**src/design/assert_macros.svh**
```systemverilog
// Assertion macros shared by the point-in-polygon design files.
`ifndef ASSERT_MACROS_SVH
`define ASSERT_MACROS_SVH

`ifndef SYNTHESIS

// Checks a property at every rising clock edge outside reset.
`define PIP_ASSERT(lbl, clk, rst_n, prop, msg) \
  lbl: assert property (@(posedge clk) disable iff (!rst_n) prop) else $error(msg);

// Checks that a condition never holds at a rising clock edge outside reset.
`define PIP_ASSERT_NEVER(lbl, clk, rst_n, cond, msg) \
  lbl: assert property (@(posedge clk) disable iff (!rst_n) !(cond)) else $error(msg);

`else

`define PIP_ASSERT(lbl, clk, rst_n, prop, msg)
`define PIP_ASSERT_NEVER(lbl, clk, rst_n, cond, msg)

`endif

`endif

```
**src/design/pip_pkg.sv**
```systemverilog
// Shared type, constant and helper function of the point-in-polygon test.
package pip_pkg;

  // Depth of the queue between the front and the back; a power of two.
  localparam int unsigned QUEUE_DEPTH = 4;

  // One result transaction.
  typedef struct packed {
    logic inside_res;
    logic in_box;
  } res_t;

  // Width of one queue entry: point, start vertex, four differences,
  // the straddle flag and the last-edge mark.
  function automatic int unsigned entry_width(input int unsigned coord_w);
    return 4 * coord_w + 4 * (coord_w + 1) + 2;
  endfunction

endpackage

```
**src/design/pip_if.sv**
```systemverilog


// Result transactions out of the block.
interface pip_out_if;
  logic valid;
  logic ready;
  logic inside_res;
  logic in_box;

  modport source (output valid, inside_res, in_box, input ready);
  modport sink (input valid, inside_res, in_box, output ready);
endinterface

// Generic internal stream between the front, the queue and the back.
interface pip_stream_if #(
  parameter int unsigned WIDTH = 8
);
  logic             valid;
  logic             ready;
  logic [WIDTH-1:0] data;

  modport source (output valid, data, input ready);
  modport sink (input valid, data, output ready);
endinterface

```
**src/design/pip_back.sv**
```systemverilog
// Back stages: cross products, crossing parity, bounding box and result register.
`include "assert_macros.svh"

module pip_back #(
  parameter int unsigned COORD_WIDTH = 16
) (
  input  logic          clk_i,
  input  logic          rst_ni,
  pip_stream_if.sink    ent_i,
  pip_out_if.source     out_o
);
  import pip_pkg::*;

  localparam int unsigned W       = COORD_WIDTH;
  localparam int unsigned PROD_W  = 2 * (W + 1);
  localparam int unsigned ENTRY_W = entry_width(COORD_WIDTH);

  // Queue entry fields.
  logic signed [W-1:0] e_px, e_py, e_sx, e_sy;
  logic signed [W:0]   e_dx, e_dy, e_qx, e_qy;
  logic                e_straddle, e_last;
  logic [ENTRY_W-1:0]  e_data;

  // Multiply stage.
  logic signed [PROD_W-1:0] lhs, rhs;
  logic                     m_valid_q;
  logic signed [PROD_W-1:0] m_lhs_q, m_rhs_q;
  logic signed [W-1:0]      m_px_q, m_py_q, m_sx_q, m_sy_q;
  logic                     m_dy_pos_q, m_straddle_q, m_last_q;
  logic                     m_ready, m_adv, out_free;

  // Accumulation state.
  logic                parity_q, first_q;
  logic signed [W-1:0] min_x_q, max_x_q, min_y_q, max_y_q;
  logic signed [W-1:0] min_x_d, max_x_d, min_y_d, max_y_d;
  logic                right, parity_d, inb;

  // Result register.
  logic out_valid_q;
  res_t out_res_q;

  assign e_data = ent_i.data;
  assign {e_px, e_py, e_sx, e_sy, e_dx, e_dy, e_qx, e_qy, e_straddle, e_last} = e_data;

  // The crossing x lies right of the point when dx*qy > qx*dy for dy above zero,
  // and with the comparison reversed otherwise.
  assign lhs = e_dx * e_qy;
  assign rhs = e_qx * e_dy;

  assign out_free    = !out_valid_q || out_o.ready;
  assign m_adv       = m_valid_q && (!m_last_q || out_free);
  assign m_ready     = !m_valid_q || m_adv;
  assign ent_i.ready = m_ready;

  always_ff @(posedge clk_i or negedge rst_ni) begin
    if (!rst_ni) begin
      m_valid_q <= 1'b0;
    end else if (m_ready) begin
      m_valid_q <= ent_i.valid;
    end
  end

  always_ff @(posedge clk_i) begin
    if (m_ready && ent_i.valid) begin
      m_lhs_q      <= lhs;
      m_rhs_q      <= rhs;
      m_px_q       <= e_px;
      m_py_q       <= e_py;
      m_sx_q       <= e_sx;
      m_sy_q       <= e_sy;
      m_dy_pos_q   <= !e_dy[W] && (e_dy != '0);
      m_straddle_q <= e_straddle;
      m_last_q     <= e_last;
    end
  end

  always_comb begin
    right    = m_dy_pos_q ? (m_lhs_q > m_rhs_q) : (m_lhs_q < m_rhs_q);
    parity_d = parity_q ^ (m_straddle_q && right);
    if (first_q) begin
      min_x_d = m_sx_q;
      max_x_d = m_sx_q;
      min_y_d = m_sy_q;
      max_y_d = m_sy_q;
    end else begin
      min_x_d = (m_sx_q < min_x_q) ? m_sx_q : min_x_q;
      max_x_d = (m_sx_q > max_x_q) ? m_sx_q : max_x_q;
      min_y_d = (m_sy_q < min_y_q) ? m_sy_q : min_y_q;
      max_y_d = (m_sy_q > max_y_q) ? m_sy_q : max_y_q;
    end
    inb = (m_px_q >= min_x_d) && (m_px_q <= max_x_d)
       && (m_py_q >= min_y_d) && (m_py_q <= max_y_d);
  end

  // The last edge returns the accumulation to its starting state.
  always_ff @(posedge clk_i or negedge rst_ni) begin
    if (!rst_ni) begin
      parity_q <= 1'b0;
      first_q  <= 1'b1;
    end else if (m_adv) begin
      parity_q <= m_last_q ? 1'b0 : parity_d;
      first_q  <= m_last_q;
    end
  end

  always_ff @(posedge clk_i) begin
    if (m_adv) begin
      min_x_q <= min_x_d;
      max_x_q <= max_x_d;
      min_y_q <= min_y_d;
      max_y_q <= max_y_d;
    end
  end

  always_ff @(posedge clk_i or negedge rst_ni) begin
    if (!rst_ni) begin
      out_valid_q <= 1'b0;
    end else if (m_adv && m_last_q) begin
      out_valid_q <= 1'b1;
    end else if (out_o.ready) begin
      out_valid_q <= 1'b0;
    end
  end

  always_ff @(posedge clk_i) begin
    if (m_adv && m_last_q) begin
      out_res_q.inside_res <= inb && parity_d;
      out_res_q.in_box     <= inb;
    end
  end

  assign out_o.valid      = out_valid_q;
  assign out_o.inside_res = out_res_q.inside_res;
  assign out_o.in_box     = out_res_q.in_box;

  `PIP_ASSERT(a_out_from_last, clk_i, rst_ni, $rose(out_valid_q) |-> $past(m_adv && m_last_q), "result appeared without a last edge")
  `PIP_ASSERT(a_clear_after_last, clk_i, rst_ni, (m_adv && m_last_q) |=> (first_q && !parity_q), "state not cleared after last edge")
  `PIP_ASSERT(a_stage_hold, clk_i, rst_ni, (m_valid_q && !m_adv) |=> (m_valid_q && $stable(m_lhs_q) && $stable(m_last_q)), "multiply stage lost a stalled edge")

endmodule

```
**src/flat_wrapper.sv**
```systemverilog
// flat-port wrapper written by rule: the top's interface ports become plain ports
module pip_back_flat import pip_pkg::*;
#(
  parameter int unsigned COORD_WIDTH = 16
)
  (clk_i, rst_ni, ent_i_valid, ent_i_data, ent_i_ready, out_o_valid, out_o_inside_res, out_o_in_box, out_o_ready);
  pip_stream_if #(.WIDTH((entry_width(COORD_WIDTH)))) ent_i_i ();
  pip_out_if out_o_i ();
  input  logic clk_i;
  input  logic rst_ni;
  input wire logic [$bits(ent_i_i.valid)-1:0] ent_i_valid;
  input wire logic [$bits(ent_i_i.data)-1:0] ent_i_data;
  output wire logic [$bits(ent_i_i.ready)-1:0] ent_i_ready;
  output wire logic [$bits(out_o_i.valid)-1:0] out_o_valid;
  output wire logic [$bits(out_o_i.inside_res)-1:0] out_o_inside_res;
  output wire logic [$bits(out_o_i.in_box)-1:0] out_o_in_box;
  input wire logic [$bits(out_o_i.ready)-1:0] out_o_ready;
  assign ent_i_i.valid = ent_i_valid;
  assign ent_i_i.data = ent_i_data;
  assign ent_i_ready = ent_i_i.ready;
  assign out_o_valid = out_o_i.valid;
  assign out_o_inside_res = out_o_i.inside_res;
  assign out_o_in_box = out_o_i.in_box;
  assign out_o_i.ready = out_o_ready;
  pip_back #(.COORD_WIDTH(COORD_WIDTH)) u_core (.clk_i(clk_i), .rst_ni(rst_ni), .ent_i(ent_i_i), .out_o(out_o_i));
endmodule
```
**config.mk**
```make
export PLATFORM = sky130hd
export DESIGN_NAME = pip_back_flat
export DESIGN_NICKNAME = d
export VERILOG_FILES = /design/src/design/pip_pkg.sv /design/src/design/pip_if.sv /design/src/design/pip_back.sv /design/src/flat_wrapper.sv
export VERILOG_INCLUDE_DIRS = /design/src /design/src/design
export SDC_FILE = /design/constraint.sdc
export NUM_CORES = 2
export LEC_CHECK = 0
export ABC_AREA = 1
export ABC_CLOCK_PERIOD_IN_PS = 4350
export BUFFER_PORTS_ARGS = -buffer_cell sky130_fd_sc_hd__buf_2
export CAP_MARGIN = 20
export CORE_MARGIN = 1
export CORE_UTILIZATION = 40
export DETAILED_ROUTE_END_ITERATION = 10
export SLEW_MARGIN = 20
export SYNTH_ARGS = -nofsm -noshare
export SYNTH_HDL_FRONTEND = slang
export SYNTH_SLANG_ARGS = --single-unit
```
**constraint.sdc**
```tcl
create_clock -name clk_i -period 4.35 [get_ports clk_i]
set_input_delay 0.6525 -clock clk_i [delete_from_list [all_inputs] [get_ports clk_i]]
set_output_delay 0.6525 -clock clk_i [all_outputs]
set_load 0.01 [all_outputs]
```
==> impl_metrics.toml <==
[critical_path]
crit_chain = "buf_8, nand2_2, inv_1, fa_2, fa_2, buf_6, buf_4, fa_1, fa_1, fa_1, fa_1, ha_4, inv_2, o21bai_2, a221oi_2, o21ai_1, a21oi_1, o21ai_2, xor2_1"
worstRegToRegCells = 22
cpPeakStageDelay_ns = 0.64
critical_path_class = "in -> reg"
critPathBufInv = 5
startpoint_type = "input port"
cp.arrival_ns = 5.67
cp.depth = 19
path_common_cell = "fa_1"
slowest_stage = "fa_2"
cp_max_fo = 14
cp_top_family = "adder cells"
rrSetupSlack_ns = 0.53
end_kind = "register"
worstPathRequired_ns = 4.65

[synthesis]
yosysSeqAreaShare_pct = 17.7
syn-num-nets = 5132
syn_inst = 4072
synth.avg_cell_area_um2 = 8.50
synthDistinctLibCells = 50
synth_seq_cells = 205
synth_async_sr_flop_share_pct = 1.95
yosysWarnings = 0
synthesis.area_um2 = 34600
synth_flop_cell = "edfxtp_1"
synth_edf_count = 201

[sta]
tightest_slew_ns = 0.868
finalSetupTns_ns = -34.04
max_slew_margin_pct = 42.1
rsz0062_at_grt = "yes"
fin_worst_skew_ns = 0.0167
fin_crit_ns = 5.37
fmax_mhz = 186
report.final.slew_viol_count = 0
setup_viol_count_final = 48
fin_ws_ns = -1.02
hold_viol_final = 0
timing.final.crit_share_pct = 123

[cells_and_area]
fillers = 8041
multiInputGateArea_um2 = 25400
drive_gt1_share_pct = 23.5
num_antenna_cells = 0
seq_area_um2 = 6140
mostFrequentLayoutCells = "inv_1 (1,068), nand2_1 (880), fa_1 (554)"
areaGrowthSynthToFinish_pct = 26.3
mostFrequentLayoutCell = "inv_1"
fin_nets = 5625

[status]
status = "finished with violations"
failed_checks = "negative setup slack"

[place]
port_buffers = 141
dpl.hpwl_um = 69300
routabilityCongestion = 0.869

[floorplanning]
rows = 107
start_util_pct = 40.5
die_y_um = 296
die_area_um2 = 87700
ios = 142
die_x_um = 296
coreArea_um2 = 85400

[route]
drt_iter0_drc = 1230
wl_per_cell_um = 14.8
drt-pass1-iter-count = 5
drtAntennaViolNets = 0
drt-total-wl_um = 84700
vias = 26900
viasPerCell = 4.70
drc = 0

[grt]
track_usage_pct = 19.8
grt_pass1_vias = 28600
grt_pass1_wl_um = 140000
grt.overflow.total = 0
grt_max_degree = 90
antenna_found_initial = 3

[clocking]
clk_latency_ns = 0.56
cts_tree = "yes"
cts-htree-levels = 1
clock_sinks = 205
ctsLongestPathBuffers = 3
cts_buffers = 27
clk_pin_slew_ns = 0.06
ctsRootBufferMaster = "clkbuf_16"

[min_path]
whs_path_depth = 1
worstHoldPathType = "in -> reg"

[flow_run]
drv_cap = 0
==> per-layer routing <==
layer	vias to the layer above	global-route usage, %	routed length, um
li1	13100	-	-
met4	6	3.57	1530
met5	-	0	33
met2	438	37.0	44500
met1	13300	24.8	35500
met3	100	1.96	3120
==> metrics by stage <==
stage | setup slack (ns) | hold slack (ns) | instances | util, % | area, um^2
6_report | -1.02 | 0.270 | 5730 | 51.2 | 43700
5_1_grt | -1.16 | 0.239 | 5730 | 51.2 | 43700
4_1_cts | -1.02 | 0.244 | 5699 | 50.0 | 42700
3_5_place_dp | -1.83 | 0.463 | 5599 | 47.0 | 40200
3_3_place_gp | -1.88 | 0.464 | 5599 | 47.0 | 40200
2_1_floorplan | -1.36 | 0.357 | 4072 | - | 36400
==> cells by family after synthesis <==
group	Yosys count	synth area share (%)
buffers and inverters	1319	14.4
AND/OR/NAND/NOR	1265	15.0
adder cells (fa/ha/maj)	922	46.2
AO/OA/AOI/OAI	285	4.75
flip-flops	205	17.7
XOR/XNOR	76	1.92
==> state kept, by name, indices dropped and copies added (netlist names), 16 cells and up <==
name	flops
u_core.m_py_q	16
u_core.min_x_q	16
u_core.min_y_q	16
u_core.m_lhs_q	34
u_core.max_x_q	16
u_core.m_rhs_q	34
u_core.m_px_q	16
u_core.max_y_q	16
u_core.m_sy_q	16
u_core.m_sx_q	16
==> area by class of cell <==
class,instances,share of cell area (%)
Inverter,1150,9.91
Multi-Input combinational cell,2548,58.1
Clock buffer,34,1.61
Timing Repair Buffer,633,12.7
Clock inverter,16,0.424
Tap cell,1144,3.27
Sequential cell,205,14.0
==> synth_stat cells (10+ instances only) <==
master / number / area share [%]
fa_1: 592 / 34
inv_1: 1146 / 12
o21ai_0: 76 / 1.1
nand3_1: 55 / 0.80
clkbuf_1: 130 / 1.4
xnor2_1: 33 / 0.84
o21ai_1: 12 / 0.17
edfxtp_1: 201 / 17
ha_1: 330 / 12
a21o_1: 15 / 0.33
or2_2: 10 / 0.18
nor2_1: 113 / 1.2
nand2_1: 956 / 10
buf_1: 12 / 0.13
buf_2: 24 / 0.35
xor2_1: 43 / 1.1
nand4_1: 89 / 1.6
nor3_1: 15 / 0.22
a21oi_1: 127 / 1.8
==> path summary, 6_finish.rpt <==
path                                  start                 endpoint
setup / recovery             ent_i_data[69]       u_core.m_lhs_q[32]
hold / removal               ent_i_data[80]        u_core.m_sy_q[10]
setup reg to reg           u_core.m_sy_q[3]  u_core.out_o.inside_res
hold reg to reg             u_core.parity_q          u_core.parity_q
max in group asynchronous            rst_ni           u_core.first_q
min in group asynchronous            rst_ni          u_core.parity_q
==> what timing repair did <==
item / 4_1_cts / 5_1_grt
resized for setup: 320 / 232
setup endpoints to repair: 49 / 51
gates cloned: 4 / 3
setup buffers: 47 / 39
pin swaps: 151 / 158
hold buffers: 1 / 0
hold endpoints to repair: 3 / 0
Power is left out: the tool's default activity adds up to more than one toggle a clock period on the data nets, which glitch-free logic cannot reach.
